**config.mk**
```make
export PLATFORM = sky130hd
export DESIGN_NAME = token_lexer_top
export DESIGN_NICKNAME = d
export VERILOG_FILES = /design/src/rtl/tlex_pkg.sv /design/src/rtl/token_lexer_top.sv /design/src/rtl/tlex_core.sv /design/src/rtl/tlex_fifo.sv
export SDC_FILE = /design/constraint.sdc
export NUM_CORES = 1
export LEC_CHECK = 0
export ABC_AREA = 1
export BUFFER_PORTS_ARGS = -buffer_cell sky130_fd_sc_hd__buf_4
export CORE_MARGIN = 10
export CORE_UTILIZATION = 28
export DETAILED_ROUTE_END_ITERATION = 10
export PLACE_DENSITY = 0.43
export SLEW_MARGIN = 5
export SYNTH_ARGS = -nofsm -noshare
export SYNTH_HDL_FRONTEND = slang
export SYNTH_SLANG_ARGS = --single-unit
export TNS_END_PERCENT = 1
```
**constraint.sdc**
```tcl
create_clock -name clk_i -period 6.25 [get_ports clk_i]
set_clock_uncertainty 0.15 [all_clocks]
set_input_delay 1.25 -clock clk_i [delete_from_list [all_inputs] [get_ports clk_i]]
set_output_delay 1.25 -clock clk_i [all_outputs]
set_load 0.01 [all_outputs]
```
**src/rtl/tlex_pkg.sv**
```systemverilog
// Shared types, constants and helpers for the token lexer.
// No dependencies; the RTL uses it through scoped names, the bench imports it.
package tlex_pkg;

  localparam int unsigned POS_WIDTH    = 16;
  localparam int unsigned OFFSET_WIDTH = 32;
  localparam int unsigned LEN_WIDTH    = 16;
  localparam int unsigned FIFO_DEPTH   = 4;
  localparam int unsigned PTR_W        = $clog2(FIFO_DEPTH);
  localparam int unsigned CNT_W        = $clog2(FIFO_DEPTH + 1);

  typedef logic [7:0]              byte_t;
  typedef logic [POS_WIDTH-1:0]    pos_t;
  typedef logic [OFFSET_WIDTH-1:0] off_t;
  typedef logic [LEN_WIDTH-1:0]    len_t;

  localparam pos_t POS_MAX = {POS_WIDTH{1'b1}};

  typedef enum logic [3:0] {
    KIND_LPAREN  = 4'd0,
    KIND_RPAREN  = 4'd1,
    KIND_LBRACE  = 4'd2,
    KIND_RBRACE  = 4'd3,
    KIND_COMMA   = 4'd4,
    KIND_SEMI    = 4'd5,
    KIND_PIPE    = 4'd6,
    KIND_EQUAL   = 4'd7,
    KIND_IDENT   = 4'd8,
    KIND_EOF     = 4'd9,
    KIND_ILLEGAL = 4'd10
  } kind_e;

  localparam byte_t CH_LPAREN = 8'h28;
  localparam byte_t CH_RPAREN = 8'h29;
  localparam byte_t CH_LBRACE = 8'h7B;
  localparam byte_t CH_RBRACE = 8'h7D;
  localparam byte_t CH_COMMA  = 8'h2C;
  localparam byte_t CH_SEMI   = 8'h3B;
  localparam byte_t CH_PIPE   = 8'h7C;
  localparam byte_t CH_EQUAL  = 8'h3D;
  localparam byte_t CH_LF     = 8'h0A;
  localparam byte_t CH_TAB    = 8'h09;
  localparam byte_t CH_CR     = 8'h0D;
  localparam byte_t CH_SPACE  = 8'h20;
  localparam byte_t CH_LA     = 8'h61;
  localparam byte_t CH_LZ     = 8'h7A;
  localparam byte_t CH_UA     = 8'h41;
  localparam byte_t CH_UZ     = 8'h5A;
  localparam byte_t CH_D0     = 8'h30;
  localparam byte_t CH_D9     = 8'h39;

  typedef struct packed {
    kind_e kind;
    pos_t  line;
    pos_t  column;
    off_t  offset;
    len_t  length;
    logic  last;
  } token_t;

  // Up to two tokens per input item, slot 0 first.
  typedef struct packed {
    token_t     tok0;
    token_t     tok1;
    logic [1:0] count;
  } tok_pair_t;

  typedef struct packed {
    logic [CNT_W-1:0] count;
    logic             room2;
  } fifo_stat_t;

  function automatic pos_t sat_inc(pos_t v);
    return (v == POS_MAX) ? v : v + pos_t'(1);
  endfunction

  function automatic logic is_alnum(byte_t b);
    return (b >= CH_LA && b <= CH_LZ) || (b >= CH_UA && b <= CH_UZ) ||
           (b >= CH_D0 && b <= CH_D9);
  endfunction

  function automatic logic is_space(byte_t b);
    return (b == CH_SPACE) || (b == CH_TAB) || (b == CH_CR) || (b == CH_LF);
  endfunction

  function automatic kind_e punct_kind(byte_t b);
    kind_e k;
    unique case (b)
      CH_LPAREN: k = KIND_LPAREN;
      CH_RPAREN: k = KIND_RPAREN;
      CH_LBRACE: k = KIND_LBRACE;
      CH_RBRACE: k = KIND_RBRACE;
      CH_COMMA:  k = KIND_COMMA;
      CH_SEMI:   k = KIND_SEMI;
      CH_PIPE:   k = KIND_PIPE;
      CH_EQUAL:  k = KIND_EQUAL;
      default:   k = KIND_ILLEGAL;
    endcase
    return k;
  endfunction

endpackage

```
**src/rtl/token_lexer_top.sv**
```systemverilog
// Token lexer top level: input register, lexer core and result queue.
// Depends on tlex_pkg, tlex_core and tlex_fifo.

// Streaming lexer: one text byte per input item, tokens out with line,
// column, offset and length of their start. A byte is registered on accept,
// classified against the lexer state once the queue has room for two tokens,
// and its tokens (none, one or two) land in a four-entry result queue; the
// first token is visible once it is written there. A byte is accepted every
// cycle while the queue has room for two tokens, so input runs at one item
// per cycle as long as the output drains; bytes that produce two tokens
// (an identifier flushed by a punctuation or illegal byte or end of input)
// are limited by the single output port of the queue, one token per cycle.
module token_lexer_top (
  input  logic        clk_i,
  input  logic        rst_ni,
  input  logic        in_valid_i,
  output logic        in_ready_o,
  input  logic [7:0]  data_byte_i,
  input  logic        end_of_input_i,
  output logic        out_valid_o,
  input  logic        out_ready_i,
  output logic [3:0]  token_kind_o,
  output logic [15:0] token_line_o,
  output logic [15:0] token_column_o,
  output logic [31:0] token_offset_o,
  output logic [15:0] token_length_o,
  output logic        last_result_o
);

  logic                 in_vld_q;
  tlex_pkg::byte_t      data_q;
  logic                 end_q;
  logic                 advance;
  tlex_pkg::tok_pair_t  pair;
  tlex_pkg::token_t     head;
  tlex_pkg::fifo_stat_t stat;

  assign advance    = in_vld_q && stat.room2;
  assign in_ready_o = !in_vld_q || advance;

  always_ff @(posedge clk_i or negedge rst_ni) begin
    if (!rst_ni) begin
      in_vld_q <= 1'b0;
    end else if (in_ready_o) begin
      in_vld_q <= in_valid_i;
    end
  end

  always_ff @(posedge clk_i) begin
    if (in_valid_i && in_ready_o) begin
      data_q <= data_byte_i;
      end_q  <= end_of_input_i;
    end
  end

  tlex_core u_core (
    .clk_i          (clk_i),
    .rst_ni         (rst_ni),
    .take_i         (advance),
    .data_byte_i    (data_q),
    .end_of_input_i (end_q),
    .pair_o         (pair)
  );

  tlex_fifo u_fifo (
    .clk_i  (clk_i),
    .rst_ni (rst_ni),
    .push_i (advance),
    .pair_i (pair),
    .pop_i  (out_ready_i),
    .head_o (head),
    .stat_o (stat)
  );

  assign out_valid_o    = (stat.count != '0);
  assign token_kind_o   = head.kind;
  assign token_line_o   = head.line;
  assign token_column_o = head.column;
  assign token_offset_o = head.offset;
  assign token_length_o = head.length;
  assign last_result_o  = head.last;

`ifndef SYNTH
  a_cnt_bound : assert property (@(posedge clk_i) disable iff (!rst_ni)
    stat.count <= tlex_pkg::CNT_W'(tlex_pkg::FIFO_DEPTH))
    else $error("result queue overflow");

  a_accept_loads : assert property (@(posedge clk_i) disable iff (!rst_ni)
    in_valid_i && in_ready_o |=> in_vld_q)
    else $error("accepted item not held in input register");

  a_eof_last : assert property (@(posedge clk_i) disable iff (!rst_ni)
    out_valid_o && head.kind == tlex_pkg::KIND_EOF |-> head.last)
    else $error("EOF token not marked last");

  a_no_push_full : assert property (@(posedge clk_i) disable iff (!rst_ni)
    advance |-> stat.count + tlex_pkg::CNT_W'(pair.count)
                <= tlex_pkg::CNT_W'(tlex_pkg::FIFO_DEPTH))
    else $error("push without room");
`endif

endmodule

```
**src/rtl/tlex_core.sv**
```systemverilog
// Lexer state and per-byte classification: builds up to two tokens per byte.
// Depends on tlex_pkg.
module tlex_core (
  input  logic                clk_i,
  input  logic                rst_ni,
  input  logic                take_i,
  input  tlex_pkg::byte_t     data_byte_i,
  input  logic                end_of_input_i,
  output tlex_pkg::tok_pair_t pair_o
);

  logic            in_id_q, in_id_d;
  tlex_pkg::pos_t  id_len_q, id_len_d;
  tlex_pkg::pos_t  id_line_q, id_line_d;
  tlex_pkg::pos_t  id_col_q, id_col_d;
  tlex_pkg::off_t  id_off_q, id_off_d;
  tlex_pkg::pos_t  cur_line_q, cur_line_d;
  tlex_pkg::pos_t  cur_col_q, cur_col_d;
  tlex_pkg::off_t  byte_off_q, byte_off_d;

  tlex_pkg::pos_t  col;
  logic            alnum, space, has_id, has_byte;
  tlex_pkg::token_t id_tok, byte_tok;

  always_comb begin
    col      = tlex_pkg::sat_inc(cur_col_q);
    alnum    = tlex_pkg::is_alnum(data_byte_i);
    space    = tlex_pkg::is_space(data_byte_i);
    has_id   = in_id_q && (end_of_input_i || !alnum);
    has_byte = end_of_input_i || (!alnum && !space);

    id_tok.kind   = tlex_pkg::KIND_IDENT;
    id_tok.line   = id_line_q;
    id_tok.column = id_col_q;
    id_tok.offset = id_off_q;
    id_tok.length = tlex_pkg::len_t'(id_len_q);
    id_tok.last   = !has_byte;

    byte_tok.kind   = end_of_input_i ? tlex_pkg::KIND_EOF
                                     : tlex_pkg::punct_kind(data_byte_i);
    byte_tok.line   = cur_line_q;
    byte_tok.column = col;
    byte_tok.offset = byte_off_q;
    byte_tok.length = tlex_pkg::len_t'(1);
    byte_tok.last   = 1'b1;

    pair_o.tok0  = has_id ? id_tok : byte_tok;
    pair_o.tok1  = byte_tok;
    pair_o.count = {1'b0, has_id} + {1'b0, has_byte};

    // next state
    in_id_d    = in_id_q;
    id_len_d   = id_len_q;
    id_line_d  = id_line_q;
    id_col_d   = id_col_q;
    id_off_d   = id_off_q;
    cur_line_d = cur_line_q;
    cur_col_d  = cur_col_q;
    byte_off_d = byte_off_q;
    if (end_of_input_i) begin
      in_id_d    = 1'b0;
      id_len_d   = '0;
      id_line_d  = '0;
      id_col_d   = '0;
      id_off_d   = '0;
      cur_line_d = tlex_pkg::pos_t'(1);
      cur_col_d  = '0;
      byte_off_d = '0;
    end else begin
      if (alnum) begin
        in_id_d = 1'b1;
        if (in_id_q) begin
          id_len_d = tlex_pkg::sat_inc(id_len_q);
        end else begin
          id_len_d  = tlex_pkg::pos_t'(1);
          id_line_d = cur_line_q;
          id_col_d  = col;
          id_off_d  = byte_off_q;
        end
      end else begin
        in_id_d = 1'b0;
      end
      if (data_byte_i == tlex_pkg::CH_LF) begin
        cur_line_d = tlex_pkg::sat_inc(cur_line_q);
        cur_col_d  = '0;
      end else begin
        cur_col_d = col;
      end
      byte_off_d = byte_off_q + tlex_pkg::off_t'(1);
    end
  end

  always_ff @(posedge clk_i or negedge rst_ni) begin
    if (!rst_ni) begin
      in_id_q    <= 1'b0;
      id_len_q   <= '0;
      id_line_q  <= '0;
      id_col_q   <= '0;
      id_off_q   <= '0;
      cur_line_q <= tlex_pkg::pos_t'(1);
      cur_col_q  <= '0;
      byte_off_q <= '0;
    end else if (take_i) begin
      in_id_q    <= in_id_d;
      id_len_q   <= id_len_d;
      id_line_q  <= id_line_d;
      id_col_q   <= id_col_d;
      id_off_q   <= id_off_d;
      cur_line_q <= cur_line_d;
      cur_col_q  <= cur_col_d;
      byte_off_q <= byte_off_d;
    end
  end

endmodule

```
**src/rtl/tlex_fifo.sv**
```systemverilog
// Result queue: takes zero, one or two tokens per cycle, hands out one.
// Depends on tlex_pkg.
module tlex_fifo (
  input  logic                 clk_i,
  input  logic                 rst_ni,
  input  logic                 push_i,
  input  tlex_pkg::tok_pair_t  pair_i,
  input  logic                 pop_i,
  output tlex_pkg::token_t     head_o,
  output tlex_pkg::fifo_stat_t stat_o
);

  tlex_pkg::token_t mem_q [tlex_pkg::FIFO_DEPTH];

  logic [tlex_pkg::PTR_W-1:0] wr_q, wr_d, rd_q, rd_d, wr1;
  logic [tlex_pkg::CNT_W-1:0] cnt_q, cnt_d, n_in;
  logic                       do_pop;

  always_comb begin
    wr1    = wr_q + tlex_pkg::PTR_W'(1);
    n_in   = push_i ? tlex_pkg::CNT_W'(pair_i.count) : '0;
    do_pop = pop_i && (cnt_q != '0);
    wr_d   = wr_q + tlex_pkg::PTR_W'(n_in);
    rd_d   = do_pop ? rd_q + tlex_pkg::PTR_W'(1) : rd_q;
    cnt_d  = cnt_q + n_in - tlex_pkg::CNT_W'(do_pop);

    head_o       = mem_q[rd_q];
    stat_o.count = cnt_q;
    stat_o.room2 = (cnt_q <= tlex_pkg::CNT_W'(tlex_pkg::FIFO_DEPTH - 2));
  end

  always_ff @(posedge clk_i) begin
    if (push_i && pair_i.count != 2'd0) begin
      mem_q[wr_q] <= pair_i.tok0;
    end
    if (push_i && pair_i.count == 2'd2) begin
      mem_q[wr1] <= pair_i.tok1;
    end
  end

  always_ff @(posedge clk_i or negedge rst_ni) begin
    if (!rst_ni) begin
      wr_q  <= '0;
      rd_q  <= '0;
      cnt_q <= '0;
    end else begin
      wr_q  <= wr_d;
      rd_q  <= rd_d;
      cnt_q <= cnt_d;
    end
  end

endmodule

```
==> metrics <==
metal2 WL=43,800 um; CTS tree=built; asr flop ratio synth=30.5%; Overall Power=13.0 mW; WHS Endpoint=u_fifo.mem_q[1][16]; WL met1=41,100 um; commonest non-fill, non-tap cell in the layout=nand2_1; Slew Limit Headroom=21.9%; mean post-synth cell area=8.23 um^2; drt first pass iters=6; post-synthesis sequential area ratio=54.2%; Final min period=4.83 ns; Routed Antenna Nets=0; DR vias=22,300; Psw=5.46 mW; share of layout cells above drive strength 1=7.92%; Reg clk slew, reported paths=0.06 ns; number of flops mapped to enable cells by yosys=281; Highest Clock Rate=0.207 GHz; cell count after synthesis=3,054; pre-CTS setup slack=1.47 ns; Netlist cell types=39; final worst slack=1.42 ns; Crit Path Category=flip-flop to output port; final setup violation count=0; initial DRC count=1,978; Setup Fix Bufs, Post-CTS=0; Die X=320 um; most used cell, CP=buf_4; post-DR wirelength/cell=21.4 um; Worst Max-Slew Pin Slew=1.17 ns; TNS Setup=0 ns; GRT Resource Usage Total=17.4%; leak pwr=11.3 nW; cell internal pwr=7.52 mW; dpl cell area=0.0270 mm^2; critical path arrival=3.43 ns; RSZ-0062 raised after global routing=false; post-route cell area=0.0289 mm^2; cts hold-fix bufs=0; DPL Wire Length=52,900 um; most frequent cells in the layout=710 x nand2_1, 485 x o21ai_0, 373 x nand3_1, 308 x nor2_1, 281 x edfxtp_1; startpoint types=flip-flop; Comb pwr share=39.7%; crit end category=output port; nets@finish=3,106; H-tree levels=2; Critical Path RT=4.85 ns; Flop pwr share=33.5%; worst skew pair latency=0.62 ns; std cell rows=109; dominant cell type by area after synthesis=edfxtp_1; r2r endpoint=u_fifo.mem_q[2][58]; Final Hold Vio Count=0; Max-cap violations=0; top cells by area, synth=edfxtp_1 34%, dfrtp_1 15%, nand2_1 11%; reg2reg setup slack=1.53 ns; power per cell area=448 mW/mm^2; Mapped Area=0.0251 mm^2; Net Count, Synth=3,078; Clk network pwr share=26.8%; Hold Crit Start=u_fifo.mem_q[1][16]; post-CTS sizing=0; die footprint=0.102 mm^2; share of the synthesized area in the top cell type=33.6%; slowest stage delay, CP=0.68 ns; vias in the first global route=21,700; hold path depth=2; DR WL met3=5410 um; initial antenna violation count=0; Hold/Removal Path Class=flip-flop to flip-flop; gr ovfl total=0; yosys warns=0; Critical Path Fanout Max=34; worst reg-to-reg path cell count=17; Port Buffer Count=99; Die H=320 um; Final Slew Violations=0; Clock Sinks=502; Critical Path Slowest Stage Cell=dfrtp_2; global-route wire length before repair=139,000 um; CP Cell Sequence=inv_2, buf_4, o21ai_0, o22ai_1, buf_4; RR Startpoint=data_q[1]; Top FF cell, synth=edfxtp_1; Clock Path Buffers=3; part of the cycle the worst path needs=77.3%; status=completed; worst vdd ir=0.000253 V; Initial Utilization=28.3%; CTS buffer count=59; Core ar.=0.0888 mm^2; top sig layer=met4; io pins=100; Routed WL=92,000 um; Final GP Congestion=0.866; Layout area overhead=15.2%; Net Sw Frac=42.1%; CP top delay family=buffers and inverters; vias per inst=5.19; Seq cells post-synth=502; WP buf/inv=3; CTS root buf=clkbuf_16; # DRC=0; largest net degree at the start of global routing=86
## registers in the layout, summed over array words and instances, names as in the netlist, 8 cells and up
signal and cells:
u_core.id_col_q 16, u_core.cur_col_q 16, u_core.byte_off_q 32, u_core.id_off_q 32, u_core.cur_line_q 16, u_fifo.mem_q 340
data_q 8, u_core.id_line_q 16, u_core.id_len_q 16
## worst reg2reg max path, stage by stage (launching register included)
cell	delay (ns)
edfxtp_1	0.47
nand2_1	0.12
nand2_1	0.07
nand2_1	0.06
nand2_1	0.06
nand2_1	0.09
nand3_2	0.24
nand2_2	0.45
inv_1	0.09
ha_1	0.23
nand2_1	0.16
inv_1	0.13
nand2_2	0.08
inv_1	0.30
nor2_2	0.20
buf_4	0.27
clkinv_2	0.70
buf_12	0.54
## cells in the mapped netlist, drive strengths merged (48+ instances only)
cell type and count:
dfrtp 152, clkbuf 117, nand2 713, dfxtp 68, edfxtp 281, o22ai 95
nor2 313, nand3 375, inv 211, buf 56, nand4 48, o21ai 489
## logic make-up (layout without fill, tap and decap cells)
group / Yosys count / after routing / synth area share (%)
compound gates: 620 / 620 / 12.9
xor+xnor: 19 / 19 / 0.662
flops: 502 / 502 / 54.2
fa+ha+maj: 11 / 11 / 0.577
simple gates: 1512 / 1512 / 25.6
buf+inv: 390 / 467 / 6.07
other cells: 0 / 1 / 0
## how the worst max path moves through the flow
stage	start	endpoint	cells past startpoint
floorplan	data_q[1]	u_fifo.mem_q[3][84]	13
global placement	data_q[1]	u_fifo.mem_q[1][42]	16
detailed placement	data_q[1]	u_fifo.mem_q[2][69]	17
CTS	u_fifo.rd_q[1]	token_column_o[11]	5
global route	data_q[1]	u_fifo.mem_q[2][0]	19
finish	u_fifo.rd_q[1]	token_column_o[11]	5
## routing by layer
| metal | vias up | global-route usage [%] |
|---|---|---|
| met2 | 732 | 29.9 |
| met3 | 117 | 2.29 |
| met1 | 11000 | 23.1 |
| li1 | 10500 | - |
| met5 | - | 0 |
| met4 | 0 | 3.81 |
## power groups by stage
stage | logic (mW) | clock network, mW | registers (mW)
final | 5.15 | 3.48 | 4.34
after global routing | 5.64 | 3.70 | 4.38
after CTS | 5.28 | 3.56 | 4.34
after detailed placement | 5.26 | 0 | 4.41
after global placement | 5.23 | 0 | 4.40
after floorplan | 2.84 | 0 | 4.29
## area by class of cell
class,instances,area (um^2)
Multi-Input combinational cell,2162,10000
Clock buffer,83,1590
Inverter,217,821
Antenna cell,1,2.50
Timing Repair Buffer,140,1120
Clock inverter,27,308
Tap cell,1165,1460
Sequential cell,502,13600
Fill cell,9214,59800
## stage by stage
step | hold slack, ns | util, % | std cells
after floorplan | 0.271 | - | 3054
after global placement | 0.283 | 30.5 | 4186
after detailed placement | 0.286 | 30.5 | 4186
after CTS | 0.301 | 32.6 | 4296
after global routing | 0.314 | 32.6 | 4296
final | 0.298 | 32.6 | 4297
(Power assumes the default switching activity.)
